===== src/rtl/gregorian_date_offset_macros.svh =====
// Assertion macros for the Gregorian date offset block.
`ifndef GREGORIAN_DATE_OFFSET_MACROS_SVH
`define GREGORIAN_DATE_OFFSET_MACROS_SVH
`ifndef SYNTH
`define GDO_ASSERT_IMPL(name, clk, rst_n, ante, cons) \
    name: assert property (@(posedge clk) disable iff (!rst_n) (ante) |-> (cons)) \
        else $error("gdo implication check failed");
`define GDO_ASSERT_NEXT(name, clk, rst_n, ante, cons) \
    name: assert property (@(posedge clk) disable iff (!rst_n) (ante) |=> (cons)) \
        else $error("gdo next-cycle check failed");
`else
`define GDO_ASSERT_IMPL(name, clk, rst_n, ante, cons)
`define GDO_ASSERT_NEXT(name, clk, rst_n, ante, cons)
`endif
`endif


===== src/rtl/gdo_pkg.sv =====
// Types, constants and calendar functions shared by the date offset modules.
package gdo_pkg;

    localparam logic [13:0] YEAR_MIN       = 14'd1;
    localparam logic [13:0] YEAR_MAX       = 14'd9999;
    localparam logic [3:0]  MONTH_FIRST    = 4'd1;
    localparam logic [3:0]  MONTH_LAST     = 4'd12;
    localparam logic [8:0]  CYCLE_YEARS    = 9'd400;
    localparam logic [8:0]  CYCLE_LAST     = 9'd399;
    localparam logic [8:0]  DAYS_YEAR      = 9'd365;
    localparam logic [8:0]  DAYS_LEAP_YEAR = 9'd366;

    typedef enum logic [2:0] {
        ST_IDLE,
        ST_MOD,
        ST_CHK,
        ST_YEAR,
        ST_MONTH,
        ST_DONE
    } t_state;

    typedef enum logic [2:0] {
        OP_MOD400,
        OP_START,
        OP_YR_BACK,
        OP_YR_FWD,
        OP_MONTH
    } t_alu_op;

    typedef struct packed {
        logic sum_neg;
        logic rem_neg;
        logic date_ok;
        logic wy_min;
        logic wy_max;
        logic wm_last;
    } t_status;

    typedef struct packed {
        logic    in_ready;
        logic    out_valid;
        t_alu_op alu_op;
        logic    ld_in;
        logic    mod_step;
        logic    mod_done;
        logic    start;
        logic    start_err;
        logic    yr_back;
        logic    yr_fwd;
        logic    walk_err;
        logic    mon_step;
        logic    mon_done;
    } t_ctrl;

    // Leap year test on the year taken modulo 400.
    function automatic logic leap_of(input logic [8:0] r400);
        return (r400[1:0] == 2'b00) && (r400 != 9'd100) && (r400 != 9'd200) &&
               (r400 != 9'd300);
    endfunction

    function automatic logic [4:0] month_len(input logic [3:0] m, input logic leap);
        logic [4:0] len;
        case (m) inside
            4'd4, 4'd6, 4'd9, 4'd11: len = 5'd30;
            4'd2:                    len = leap ? 5'd29 : 5'd28;
            default:                 len = 5'd31;
        endcase
        return len;
    endfunction

    // Days in the year before the first of month m.
    function automatic logic [8:0] days_before_month(input logic [3:0] m, input logic leap);
        logic [8:0] n;
        case (m)
            4'd1:    n = 9'd0;
            4'd2:    n = 9'd31;
            4'd3:    n = 9'd59;
            4'd4:    n = 9'd90;
            4'd5:    n = 9'd120;
            4'd6:    n = 9'd151;
            4'd7:    n = 9'd181;
            4'd8:    n = 9'd212;
            4'd9:    n = 9'd243;
            4'd10:   n = 9'd273;
            4'd11:   n = 9'd304;
            4'd12:   n = 9'd334;
            default: n = 9'd0;
        endcase
        if (leap && (m > 4'd2)) begin
            n = n + 9'd1;
        end
        return n;
    endfunction

endpackage


===== src/rtl/gdo_if.sv =====
// Valid/ready channel interfaces for the request and result items.
interface gdo_in_if #(
    parameter int OFFSET_BITS = 17
) ();
    logic                          valid;
    logic                          ready;
    logic [4:0]                    in_day;
    logic [3:0]                    in_month;
    logic [13:0]                   in_year;
    logic signed [OFFSET_BITS-1:0] day_offset;

    modport source (output valid, output in_day, output in_month, output in_year,
                    output day_offset, input ready);
    modport sink   (input valid, input in_day, input in_month, input in_year,
                    input day_offset, output ready);
endinterface

interface gdo_out_if ();
    logic        valid;
    logic        ready;
    logic        is_leap;
    logic [8:0]  day_of_year;
    logic [4:0]  out_day;
    logic [3:0]  out_month;
    logic [13:0] out_year;
    logic        error;

    modport source (output valid, output is_leap, output day_of_year, output out_day,
                    output out_month, output out_year, output error, input ready);
    modport sink   (input valid, input is_leap, input day_of_year, input out_day,
                    input out_month, input out_year, input error, output ready);
endinterface


===== src/rtl/gregorian_date_offset.sv =====
// The shared adder walks whole years, then whole months, one per cycle, after reducing
// the year modulo 400 by repeated subtract; the result then waits until the output is taken.
// Throughput: one item at a time; a new item is taken only after the result is delivered.
// Reset is synchronous and active low; it returns the sequencer to idle and drops valid.
`include "gregorian_date_offset_macros.svh"

module gregorian_date_offset #(
    parameter int OFFSET_BITS = 17
) (
    input  logic       i_clk,
    input  logic       i_rst_n,
    gdo_in_if.sink     i_req,
    gdo_out_if.source  o_rsp
);

    localparam int RW = (OFFSET_BITS + 2 > 15) ? OFFSET_BITS + 2 : 15;

    gdo_pkg::t_ctrl   ctrl;
    gdo_pkg::t_status stat;

    logic [4:0]                    r_day;
    logic [3:0]                    r_month;
    logic [13:0]                   r_year;
    logic signed [OFFSET_BITS-1:0] r_off;
    logic signed [RW-1:0]          r_rem;
    logic [8:0]                    r_r400;
    logic [13:0]                   r_wy;
    logic [3:0]                    r_wm;
    logic                          r_leap;
    logic [8:0]                    r_doy;
    logic [4:0]                    r_o_day;
    logic [3:0]                    r_o_month;
    logic [13:0]                   r_o_year;
    logic                          r_o_err;

    logic                 leap_cur;
    logic                 leap_prev;
    logic [8:0]           r400_dec;
    logic [8:0]           r400_inc;
    logic [8:0]           doy;
    logic [8:0]           ylen_cur;
    logic [8:0]           ylen_prev;
    logic [4:0]           mlen;
    logic signed [RW-1:0] off_ext;
    logic signed [RW-1:0] sum;
    logic                 sum_neg;
    logic                 req_accept;
    logic                 rsp_good;
    logic                 rsp_day_ok;
    logic                 rsp_year_ok;

    assign r400_dec  = (r_r400 == 9'd0) ? gdo_pkg::CYCLE_LAST : r_r400 - 9'd1;
    assign r400_inc  = (r_r400 == gdo_pkg::CYCLE_LAST) ? 9'd0 : r_r400 + 9'd1;
    assign leap_cur  = gdo_pkg::leap_of(r_r400);
    assign leap_prev = gdo_pkg::leap_of(r400_dec);
    assign ylen_cur  = leap_cur ? gdo_pkg::DAYS_LEAP_YEAR : gdo_pkg::DAYS_YEAR;
    assign ylen_prev = leap_prev ? gdo_pkg::DAYS_LEAP_YEAR : gdo_pkg::DAYS_YEAR;
    assign mlen      = gdo_pkg::month_len(r_wm, leap_cur);
    assign doy       = gdo_pkg::days_before_month(r_month, leap_cur) + {4'd0, r_day};
    assign off_ext   = {{(RW-OFFSET_BITS){r_off[OFFSET_BITS-1]}}, r_off};

    assign stat.sum_neg = sum_neg;
    assign stat.rem_neg = r_rem[RW-1];
    assign stat.date_ok = (r_year >= gdo_pkg::YEAR_MIN) && (r_year <= gdo_pkg::YEAR_MAX) &&
                          (r_month >= gdo_pkg::MONTH_FIRST) &&
                          (r_month <= gdo_pkg::MONTH_LAST) && (r_day != 5'd0) &&
                          (r_day <= gdo_pkg::month_len(r_month, leap_cur));
    assign stat.wy_min  = (r_wy == gdo_pkg::YEAR_MIN);
    assign stat.wy_max  = (r_wy == gdo_pkg::YEAR_MAX);
    assign stat.wm_last = (r_wm == gdo_pkg::MONTH_LAST);

    gdo_seq u_seq (
        .i_clk       (i_clk),
        .i_rst_n     (i_rst_n),
        .i_in_valid  (i_req.valid),
        .i_out_ready (o_rsp.ready),
        .i_stat      (stat),
        .o_ctrl      (ctrl)
    );

    gdo_alu #(
        .RW (RW)
    ) u_alu (
        .i_op        (ctrl.alu_op),
        .i_rem       (r_rem),
        .i_off       (off_ext),
        .i_doy_m1    (doy - 9'd1),
        .i_ylen_cur  (ylen_cur),
        .i_ylen_prev (ylen_prev),
        .i_mlen      (mlen),
        .o_sum       (sum),
        .o_sum_neg   (sum_neg)
    );

    always_ff @(posedge i_clk) begin
        if (ctrl.ld_in) begin
            r_day   <= i_req.in_day;
            r_month <= i_req.in_month;
            r_year  <= i_req.in_year;
            r_off   <= i_req.day_offset;
            r_rem   <= {{(RW-14){1'b0}}, i_req.in_year};
        end
        if (ctrl.mod_step) begin
            r_rem <= sum;
        end
        if (ctrl.mod_done) begin
            r_r400 <= r_rem[8:0];
        end
        if (ctrl.start || ctrl.start_err) begin
            r_leap <= leap_cur;
            r_doy  <= ctrl.start ? doy : 9'd0;
        end
        if (ctrl.start) begin
            r_rem <= sum;
            r_wy  <= r_year;
            r_wm  <= gdo_pkg::MONTH_FIRST;
        end
        if (ctrl.yr_back) begin
            r_rem  <= sum;
            r_wy   <= r_wy - 14'd1;
            r_r400 <= r400_dec;
        end
        if (ctrl.yr_fwd) begin
            r_rem  <= sum;
            r_wy   <= r_wy + 14'd1;
            r_r400 <= r400_inc;
        end
        if (ctrl.mon_step) begin
            r_rem <= sum;
            r_wm  <= r_wm + 4'd1;
        end
        if (ctrl.start_err || ctrl.walk_err) begin
            r_o_day   <= r_day;
            r_o_month <= r_month;
            r_o_year  <= r_year;
            r_o_err   <= 1'b1;
        end
        if (ctrl.mon_done) begin
            r_o_day   <= r_rem[4:0] + 5'd1;
            r_o_month <= r_wm;
            r_o_year  <= r_wy;
            r_o_err   <= 1'b0;
        end
    end

    assign i_req.ready       = ctrl.in_ready;
    assign o_rsp.valid       = ctrl.out_valid;
    assign o_rsp.is_leap     = r_leap;
    assign o_rsp.day_of_year = r_doy;
    assign o_rsp.out_day     = r_o_day;
    assign o_rsp.out_month   = r_o_month;
    assign o_rsp.out_year    = r_o_year;
    assign o_rsp.error       = r_o_err;

    assign req_accept  = i_req.valid && i_req.ready;
    assign rsp_good    = o_rsp.valid && !o_rsp.error;
    assign rsp_day_ok  = (o_rsp.out_day != 5'd0) &&
                         (o_rsp.out_day <= gdo_pkg::month_len(o_rsp.out_month, leap_cur));
    assign rsp_year_ok = (o_rsp.out_year >= gdo_pkg::YEAR_MIN) &&
                         (o_rsp.out_year <= gdo_pkg::YEAR_MAX) &&
                         (o_rsp.day_of_year != 9'd0);

    `GDO_ASSERT_IMPL(a_no_overlap, i_clk, i_rst_n, o_rsp.valid, !i_req.ready)
    `GDO_ASSERT_NEXT(a_busy_after_accept, i_clk, i_rst_n, req_accept, !i_req.ready && !o_rsp.valid)
    `GDO_ASSERT_IMPL(a_day_fits_month, i_clk, i_rst_n, rsp_good, rsp_day_ok)
    `GDO_ASSERT_IMPL(a_year_in_range, i_clk, i_rst_n, rsp_good, rsp_year_ok)

endmodule


===== src/rtl/gdo_alu.sv =====
// Shared add/subtract unit that serves every step of the date walk.
module gdo_alu #(
    parameter int RW = 19
) (
    input  gdo_pkg::t_alu_op i_op,
    input  logic signed [RW-1:0] i_rem,
    input  logic signed [RW-1:0] i_off,
    input  logic [8:0]           i_doy_m1,
    input  logic [8:0]           i_ylen_cur,
    input  logic [8:0]           i_ylen_prev,
    input  logic [4:0]           i_mlen,
    output logic signed [RW-1:0] o_sum,
    output logic                 o_sum_neg
);

    logic signed [RW-1:0] a;
    logic [8:0]           b_mag;
    logic                 sub;

    always_comb begin
        a     = i_rem;
        b_mag = gdo_pkg::CYCLE_YEARS;
        sub   = 1'b1;
        case (i_op)
            gdo_pkg::OP_MOD400: begin
                b_mag = gdo_pkg::CYCLE_YEARS;
                sub   = 1'b1;
            end
            gdo_pkg::OP_START: begin
                a     = i_off;
                b_mag = i_doy_m1;
                sub   = 1'b0;
            end
            gdo_pkg::OP_YR_BACK: begin
                b_mag = i_ylen_prev;
                sub   = 1'b0;
            end
            gdo_pkg::OP_YR_FWD: begin
                b_mag = i_ylen_cur;
                sub   = 1'b1;
            end
            gdo_pkg::OP_MONTH: begin
                b_mag = {4'd0, i_mlen};
                sub   = 1'b1;
            end
            default: begin
                b_mag = gdo_pkg::CYCLE_YEARS;
                sub   = 1'b1;
            end
        endcase
    end

    assign o_sum     = sub ? (a - $signed({{(RW-9){1'b0}}, b_mag}))
                           : (a + $signed({{(RW-9){1'b0}}, b_mag}));
    assign o_sum_neg = o_sum[RW-1];

endmodule


===== src/rtl/gdo_seq.sv =====
// Sequencer that steps the year reduction, year walk and month walk.
module gdo_seq (
    input  logic             i_clk,
    input  logic             i_rst_n,
    input  logic             i_in_valid,
    input  logic             i_out_ready,
    input  gdo_pkg::t_status i_stat,
    output gdo_pkg::t_ctrl   o_ctrl
);

    gdo_pkg::t_state r_state;
    gdo_pkg::t_state n_state;

    always_ff @(posedge i_clk) begin
        if (!i_rst_n) begin
            r_state <= gdo_pkg::ST_IDLE;
        end else begin
            r_state <= n_state;
        end
    end

    always_comb begin
        n_state = r_state;
        case (r_state)
            gdo_pkg::ST_IDLE: begin
                if (i_in_valid) begin
                    n_state = gdo_pkg::ST_MOD;
                end
            end
            gdo_pkg::ST_MOD: begin
                if (i_stat.sum_neg) begin
                    n_state = gdo_pkg::ST_CHK;
                end
            end
            gdo_pkg::ST_CHK: begin
                n_state = i_stat.date_ok ? gdo_pkg::ST_YEAR : gdo_pkg::ST_DONE;
            end
            gdo_pkg::ST_YEAR: begin
                if (i_stat.rem_neg) begin
                    if (i_stat.wy_min) begin
                        n_state = gdo_pkg::ST_DONE;
                    end
                end else if (!i_stat.sum_neg) begin
                    if (i_stat.wy_max) begin
                        n_state = gdo_pkg::ST_DONE;
                    end
                end else begin
                    n_state = gdo_pkg::ST_MONTH;
                end
            end
            gdo_pkg::ST_MONTH: begin
                if (i_stat.wm_last || i_stat.sum_neg) begin
                    n_state = gdo_pkg::ST_DONE;
                end
            end
            gdo_pkg::ST_DONE: begin
                if (i_out_ready) begin
                    n_state = gdo_pkg::ST_IDLE;
                end
            end
            default: n_state = gdo_pkg::ST_IDLE;
        endcase
    end

    always_comb begin
        o_ctrl        = '0;
        o_ctrl.alu_op = gdo_pkg::OP_MOD400;
        case (r_state)
            gdo_pkg::ST_IDLE: begin
                o_ctrl.in_ready = 1'b1;
                o_ctrl.ld_in    = i_in_valid;
            end
            gdo_pkg::ST_MOD: begin
                o_ctrl.alu_op   = gdo_pkg::OP_MOD400;
                o_ctrl.mod_step = !i_stat.sum_neg;
                o_ctrl.mod_done = i_stat.sum_neg;
            end
            gdo_pkg::ST_CHK: begin
                o_ctrl.alu_op    = gdo_pkg::OP_START;
                o_ctrl.start     = i_stat.date_ok;
                o_ctrl.start_err = !i_stat.date_ok;
            end
            gdo_pkg::ST_YEAR: begin
                if (i_stat.rem_neg) begin
                    o_ctrl.alu_op   = gdo_pkg::OP_YR_BACK;
                    o_ctrl.yr_back  = !i_stat.wy_min;
                    o_ctrl.walk_err = i_stat.wy_min;
                end else begin
                    o_ctrl.alu_op   = gdo_pkg::OP_YR_FWD;
                    o_ctrl.yr_fwd   = !i_stat.sum_neg && !i_stat.wy_max;
                    o_ctrl.walk_err = !i_stat.sum_neg && i_stat.wy_max;
                end
            end
            gdo_pkg::ST_MONTH: begin
                o_ctrl.alu_op   = gdo_pkg::OP_MONTH;
                o_ctrl.mon_step = !i_stat.wm_last && !i_stat.sum_neg;
                o_ctrl.mon_done = i_stat.wm_last || i_stat.sum_neg;
            end
            gdo_pkg::ST_DONE: begin
                o_ctrl.out_valid = 1'b1;
            end
            default: begin
                o_ctrl.in_ready = 1'b0;
            end
        endcase
    end

endmodule

===== src/flat_wrapper.sv =====
// flat-port wrapper written by rule: the top's interface ports become plain ports
module gregorian_date_offset_flat 
#(
    parameter int OFFSET_BITS = 17
)
  (i_clk, i_rst_n, i_req_valid, i_req_in_day, i_req_in_month, i_req_in_year, i_req_day_offset, i_req_ready, o_rsp_valid, o_rsp_is_leap, o_rsp_day_of_year, o_rsp_out_day, o_rsp_out_month, o_rsp_out_year, o_rsp_error, o_rsp_ready);
  gdo_in_if #(.OFFSET_BITS(OFFSET_BITS)) i_req_i ();
  gdo_out_if o_rsp_i ();
  input  logic i_clk;
  input  logic i_rst_n;
  input wire logic [$bits(i_req_i.valid)-1:0] i_req_valid;
  input wire logic [$bits(i_req_i.in_day)-1:0] i_req_in_day;
  input wire logic [$bits(i_req_i.in_month)-1:0] i_req_in_month;
  input wire logic [$bits(i_req_i.in_year)-1:0] i_req_in_year;
  input wire logic [$bits(i_req_i.day_offset)-1:0] i_req_day_offset;
  output wire logic [$bits(i_req_i.ready)-1:0] i_req_ready;
  output wire logic [$bits(o_rsp_i.valid)-1:0] o_rsp_valid;
  output wire logic [$bits(o_rsp_i.is_leap)-1:0] o_rsp_is_leap;
  output wire logic [$bits(o_rsp_i.day_of_year)-1:0] o_rsp_day_of_year;
  output wire logic [$bits(o_rsp_i.out_day)-1:0] o_rsp_out_day;
  output wire logic [$bits(o_rsp_i.out_month)-1:0] o_rsp_out_month;
  output wire logic [$bits(o_rsp_i.out_year)-1:0] o_rsp_out_year;
  output wire logic [$bits(o_rsp_i.error)-1:0] o_rsp_error;
  input wire logic [$bits(o_rsp_i.ready)-1:0] o_rsp_ready;
  assign i_req_i.valid = i_req_valid;
  assign i_req_i.in_day = i_req_in_day;
  assign i_req_i.in_month = i_req_in_month;
  assign i_req_i.in_year = i_req_in_year;
  assign i_req_i.day_offset = i_req_day_offset;
  assign i_req_ready = i_req_i.ready;
  assign o_rsp_valid = o_rsp_i.valid;
  assign o_rsp_is_leap = o_rsp_i.is_leap;
  assign o_rsp_day_of_year = o_rsp_i.day_of_year;
  assign o_rsp_out_day = o_rsp_i.out_day;
  assign o_rsp_out_month = o_rsp_i.out_month;
  assign o_rsp_out_year = o_rsp_i.out_year;
  assign o_rsp_error = o_rsp_i.error;
  assign o_rsp_i.ready = o_rsp_ready;
  gregorian_date_offset #(.OFFSET_BITS(OFFSET_BITS)) u_core (.i_clk(i_clk), .i_rst_n(i_rst_n), .i_req(i_req_i), .o_rsp(o_rsp_i));
endmodule

===== config.mk =====
export PLATFORM = sky130hd
export DESIGN_NAME = gregorian_date_offset_flat
export DESIGN_NICKNAME = d
export VERILOG_FILES = /design/src/rtl/gdo_pkg.sv /design/src/rtl/gdo_if.sv /design/src/rtl/gregorian_date_offset.sv /design/src/rtl/gdo_alu.sv /design/src/rtl/gdo_seq.sv /design/src/flat_wrapper.sv
export VERILOG_INCLUDE_DIRS = /design/src /design/src/rtl
export SDC_FILE = /design/constraint.sdc
export NUM_CORES = 1
export LEC_CHECK = 0
export ABC_AREA = 1
export BUFFER_PORTS_ARGS = -buffer_cell sky130_fd_sc_hd__buf_2
export CAP_MARGIN = 20
export CORE_ASPECT_RATIO = 1.25
export CORE_MARGIN = 4
export CORE_UTILIZATION = 50
export DETAILED_ROUTE_END_ITERATION = 6
export PLACE_DENSITY = 0.79
export SYNTH_ARGS = -nofsm -noshare
export SYNTH_HDL_FRONTEND = slang
export SYNTH_HIERARCHICAL = 1
export SYNTH_SLANG_ARGS = --single-unit

===== constraint.sdc =====
create_clock -name i_clk -period 6.6 [get_ports i_clk]
set_input_delay 1.32 -clock i_clk [delete_from_list [all_inputs] [get_ports i_clk]]
set_output_delay 1.32 -clock i_clk [all_outputs]
set_load 0.03 [all_outputs]

; ---- Yosys cells after proc, flatten, opt, wreduce, memory -nomap -nowiden
; Memory sizes are Yosys's and may differ from the RTL's. A register that Yosys moved wholly into a read port is not among the register bits.
; Cells that the tools add are included.
[op_classes]
n_mux = 56
magnitude_cmp = 6
reduce_logical = 37
n_addsub = 11
n_eq_ne = 35
[op_table]
columns = op, n
row1 = two-way mux 19 bit, 8
row2 = two-way mux 14 bit, 5
row3 = two-way mux 9 bit, 6
row4 = case mux 9 bit (4 select lines), 1
row5 = two-way mux 3 bit, 10
row6 = two-way mux 5 bit, 6
row7 = "equality test 4 bit, second input constant", 5
row8 = two-way mux 4 bit, 5
row9 = adder 19 x 10 -> 19 bit, 1
row10 = subtractor 19 x 10 -> 19 bit, 1
row11 = "adder 9 x 1 -> 9 bit, second input constant", 2
row12 = "inequality test 9 x 7 -> 1 bit, second input constant", 2
row13 = "inequality test 9 x 8 -> 1 bit, second input constant", 2
row14 = "inequality test 9 bit, second input constant", 2
row15 = case mux 3 bit (6 select lines), 1
row16 = "subtractor 9 x 1 -> 9 bit, second input constant", 2
row17 = "equality test 4 x 3 -> 1 bit, second input constant", 4
row18 = logical AND 1 bit, 15
row19 = "adder 14 x 1 -> 14 bit, second input constant", 1
row20 = "equality test 14 x 1 -> 1 bit, second input constant", 1
row21 = "equality test 14 bit, second input constant", 1
row22 = "greater-or-equal comparator 14 x 1 -> 1 bit, second input constant", 1
row23 = "less-or-equal comparator 14 bit, second input constant", 1
row24 = "subtractor 14 x 1 -> 14 bit, second input constant", 1
row25 = 31 further kinds, 61
[word_totals]
reg_bits = 123
mem_count = 1
in_bits = 44
mem_bits_ro = 144
output_inout_bits = 36
wordCells = 161
[memory_table]
columns = name, words, width, rd, rd_clocked_by_memory_dff, wr, line
row1 = (no name shown), 16, 9, 1, 1, 0, gdo_pkg.sv:74  ; case (m)

; ---- Depth between registers and ports, before layout
[depth]
ltp_word = 18
depth_mapped = 54
depth_no_buf = 52

; ---- Modules after synthesis
; Netlist, hierarchy kept.
[modules_own_cells]
columns = module, cells_each, area_per_inst_um2, instances
row1 = gregorian_date_offset, 789, 7270.7, 1
row2 = gdo_alu, 344, 1865.5, 1
row3 = gdo_seq, 66, 362.8, 1

; ---- Worst setup path before layout
; Ideal clock, no wire load.
[synth_timing]
path_kind = register to register
startpoint = register u_core.r_r400[0]
endpoint = register u_core.r_rem[0], enable pin
path_slack_ps = -307
setup_ps = 386
stages_incl_launch_ff = 47
arrival_ps = 6521
path_buffers = 2
path_cell_list = edfxtp_1 inv_1 ha_1 inv_2 nor2_2 nand2_2 nor2_1 nor2_2 nand3_4 xor2_1 inv_1 ha_1 fa_1 xnor2_1 nand2_1 nor2_1 nand3_1 nor2_2 [... 11 more ...] ha_1 nand2_1 nor2_1 nand3_1 nand3_1 a21oi_1 inv_1 nand3_1 nand2_1 inv_1 nand2_1 nor2_4 clkbuf_1 nor2_2 inv_2 nor3_2 buf_2 nand2_1
[synth_rtl]
columns = element, line
row1 = start: declaration, gregorian_date_offset.sv:26  ; logic [8:0] r_r400;
row2 = start signal: assignment, gregorian_date_offset.sv:107  ; r_r400 <= r_rem[8:0];
row3 = start signal: assignment, gregorian_date_offset.sv:121  ; r_r400 <= r400_dec;
row4 = start signal: assignment, gregorian_date_offset.sv:126  ; r_r400 <= r400_inc;
row5 = end signal: assignment, gregorian_date_offset.sv:101  ; r_rem <= {{(RW-14){1'b0}}, i_req.in_year};
row6 = end signal: assignment, gregorian_date_offset.sv:104  ; r_rem <= sum;
row7 = end signal: assignment, gregorian_date_offset.sv:114  ; r_rem <= sum;
row8 = end: declaration, gregorian_date_offset.sv:25  ; logic signed [RW-1:0] r_rem;

==> flow_summary_export.csv <==
group,metric,value,unit
cts,h-tree-depth,4,
status,status,"finished clean",
logic_synthesis,syn_area,9499,um2
worst_setup_path,start_kind,"flop",
floorplan,die_height,162.1,um
worst_setup_path,cp_common_cell,"nor2_2",
drt,ant_nets,0,
floorplan,std_cell_rows,56,
worst_setup_path,criticalPathCategory,"reg -> reg",
logic_synthesis,synth_edf_count,119,
drt,viasPerCell,5.618,
cts,cts_sinks,132,
logic_synthesis,ys_seq_area_share,40.36,%
drt,post_drt_wl_per_cell,16.78,um
sta,hold_viol_final,0,
drt,drt_iter0_drc,1013,
grt,grt_usage,24.30,%
logic_synthesis,synthArstFlopShare,0,%
finish,drive_gt1_share,24.24,%
logic_synthesis,synth_top_area_cell,"edfxtp_1",
sta,clock.fmax,0.1543,GHz
cts,cts_tree,"done",
floorplan,start_util,50.78,%
logic_synthesis,yosysWarnings,6,
finish,fin_util,61.64,%
floorplan,ios,80,
logic_synthesis,syn_inst,1199,
cts,clkTransAtPathRegs,0.06,ns
worst_setup_path,cp-end-kind,"flop",
logic_synthesis,synth-seq-cells,132,
sta,slew_headroom,36.42,%
floorplan,dieArea,21280,um2
finish,antenna_cells,0,
logic_synthesis,synth.area.top_cells,"edfxtp_1, nand2_1, ha_1",
sta,finalMaxSlewViolations,0,
worst_setup_path,slowest_stage,"edfxtp_1",
drt,drc,0,
sta,worst_pin_slew,0.9438,ns
grt,first_global_vias,8432,
placed_design,port_buffers,79,
sta,fin_hold_ws,0.4551,ns
worst_setup_path,reg2reg_slack,0.12,ns
logic_synthesis,synth_flop_cell,"edfxtp_1",
sta,period_share,98.21,%
sta,period_needed,6.482,ns
grt,grt_max_degree,32,
floorplan,coreArea,18710,um2
logic_synthesis,synth_most_common_cell,"nand2_1",
drt,firstDrtPassIters,6,
finish,area_growth,21.40,%
worst_setup_path,crit_start,"u_core/r_r400[1]",
cts,clock_latency,0.43,ns
sta,finalSetupViolCount,0,
worst_setup_path,cpPeakStageDelay,0.44,ns
worst_setup_path,crit_fanout,6,
worst_setup_path,worstReg2RegStart,"u_core/r_r400[1]",
placed_design,place.gp.congestion,0.9952,
drt,wirelength,26670,um
worst_setup_path,arrival,6.66,ns
cts,clockBufferDepth,2,
cts,cts_buffers,17,
cts,ctsRootBufferMaster,"clkbuf_16",
worst_setup_path,required,6.78,ns
placed_design,place_hpwl,19740,um
logic_synthesis,avgSynthCellArea,7.923,um2
drt,vias,8927,
logic_synthesis,synth_common_cells,"nand2_1, inv_1, edfxtp_1, nor2_1, o21ai_0",
logic_synthesis,synth_top_area_share,37.62,%
grt,grt_overflow,0,
finish,nets,1439,
worst_hold_path,hold_class,"reg -> reg",
grt,antenna_found_initial,0,
logic_synthesis,ys_types,56,
flow_run,drv_cap,0,
floorplan,die_x,131.3,um
sta,finClkSkew,0.01176,ns
grt,grt_pass1_wl,41570,um
worst_hold_path,worstHoldStart,"u_core/o_rsp.error",
## worst max-delay path: cells and delay by family (launching register included)
| family | cells | cell delay [ns] |
|---|---|---|
| compound gates | 3 | 0.33 |
| fa+ha+maj | 5 | 1.28 |
| flops | 1 | 0.44 |
| buf+inv | 11 | 0.99 |
| xor+xnor | 3 | 0.61 |
| simple gates | 25 | 2.56 |
## routing by layer
metal	up-vias	GRT usage [%]	part of all wire, %
met5	-	0	0
met2	456	43.87	50
met1	4108	28.65	38
met3	102	4.182	7.5
met4	0	10.27	4.0
li1	4261	-	-
## flip-flops by register name, summed over array words and instances (netlist names), named ones only
register and cells:
u_core/o_rsp.day_of_year 9, u_core/r_rem 19, u_core/r_day 5, u_core/o_rsp.is_leap 1, u_core/u_seq/r_state 3, u_core/r_wy 14, u_core/r_year 14, u_core/r_off 17
u_core/o_rsp.out_month 4, u_core/o_rsp.out_year 14, u_core/o_rsp.error 1, u_core/r_month 4, u_core/r_r400 9, u_core/r_wm 4, u_core/o_rsp.out_day 5
## final cells by class
type                       instances  area, um2
fill                            1538       7176
multi-input combinational        898       5329
sequential                       132       3834
timing repair buffer             134      853.3
inverter                         159      599.3
clock buffer                      17      425.4
tap                              232      290.3
clock inverter                    15      186.4
timing repair inverter             2      15.01
## cells by family after synthesis
group	after synthesis	share of synthesized area, %
and+or+nand+nor	610	29.83
buffers and inverters	184	7.732
AOI/OAI and AO/OA	168	10.25
DFF	132	40.36
xor gates and xnor gates	52	4.874
adders and majority gates	51	6.876
other	2	0.07906
## worst paths after layout
path / endpoint / cells after the start
max: u_core/r_rem[0] / 47
min reg2reg: u_core/o_rsp.error / 2
min: u_core/o_rsp.error / 2
max reg2reg: u_core/r_rem[0] / 47
## layout by cell type (no fill, tap or decap), drive strengths merged, types with 2 or more instances in the layout
| cell type | n |
|---|---|
| a211oi | 2 |
| a21o | 4 |
| a21oi | 43 |
| a221oi | 4 |
| a22oi | 2 |
| a31oi | 7 |
| and2 | 2 |
| and3 | 2 |
| buf | 133 |
| bufinv | 2 |
| clkbuf | 18 |
| clkinv | 5 |
| clkinvlp | 2 |
| conb | 17 |
| dfxtp | 13 |
| edfxtp | 119 |
| fa | 2 |
| ha | 49 |
| inv | 167 |
| nand2 | 339 |
| nand3 | 74 |
| nand4 | 25 |
| nor2 | 134 |
| nor3 | 23 |
| nor4 | 3 |
| o211ai | 8 |
| o21ai | 79 |
| o221ai | 4 |
| o22ai | 4 |
| o31ai | 5 |
| or2 | 7 |
| xnor2 | 13 |
| xor2 | 39 |
## through the flow
stage          instances  area [um2]  setup TNS [ns]  worst slack [ns]
2_1_floorplan       1214        9577               0           0.09100
3_3_place_gp        1533       10400               0            0.1022
3_5_place_dp        1533       10400         -0.6488          -0.06106
4_1_cts             1571       11110               0          0.003205
5_1_grt             1589       11530          -11.53           -0.2419
6_report            1589       11530               0            0.1184
## timing repair
item,4_1_cts,5_1_grt
pin swaps,4,27
gates resized for setup,15,65
setup buffers,4,18
hold buffers,0,0
endpoints found under the setup margin,50,139
gates cloned,2,1
Power is not shown: default switching activity piles up to over one toggle a cycle in this logic, so the estimate is an artifact.
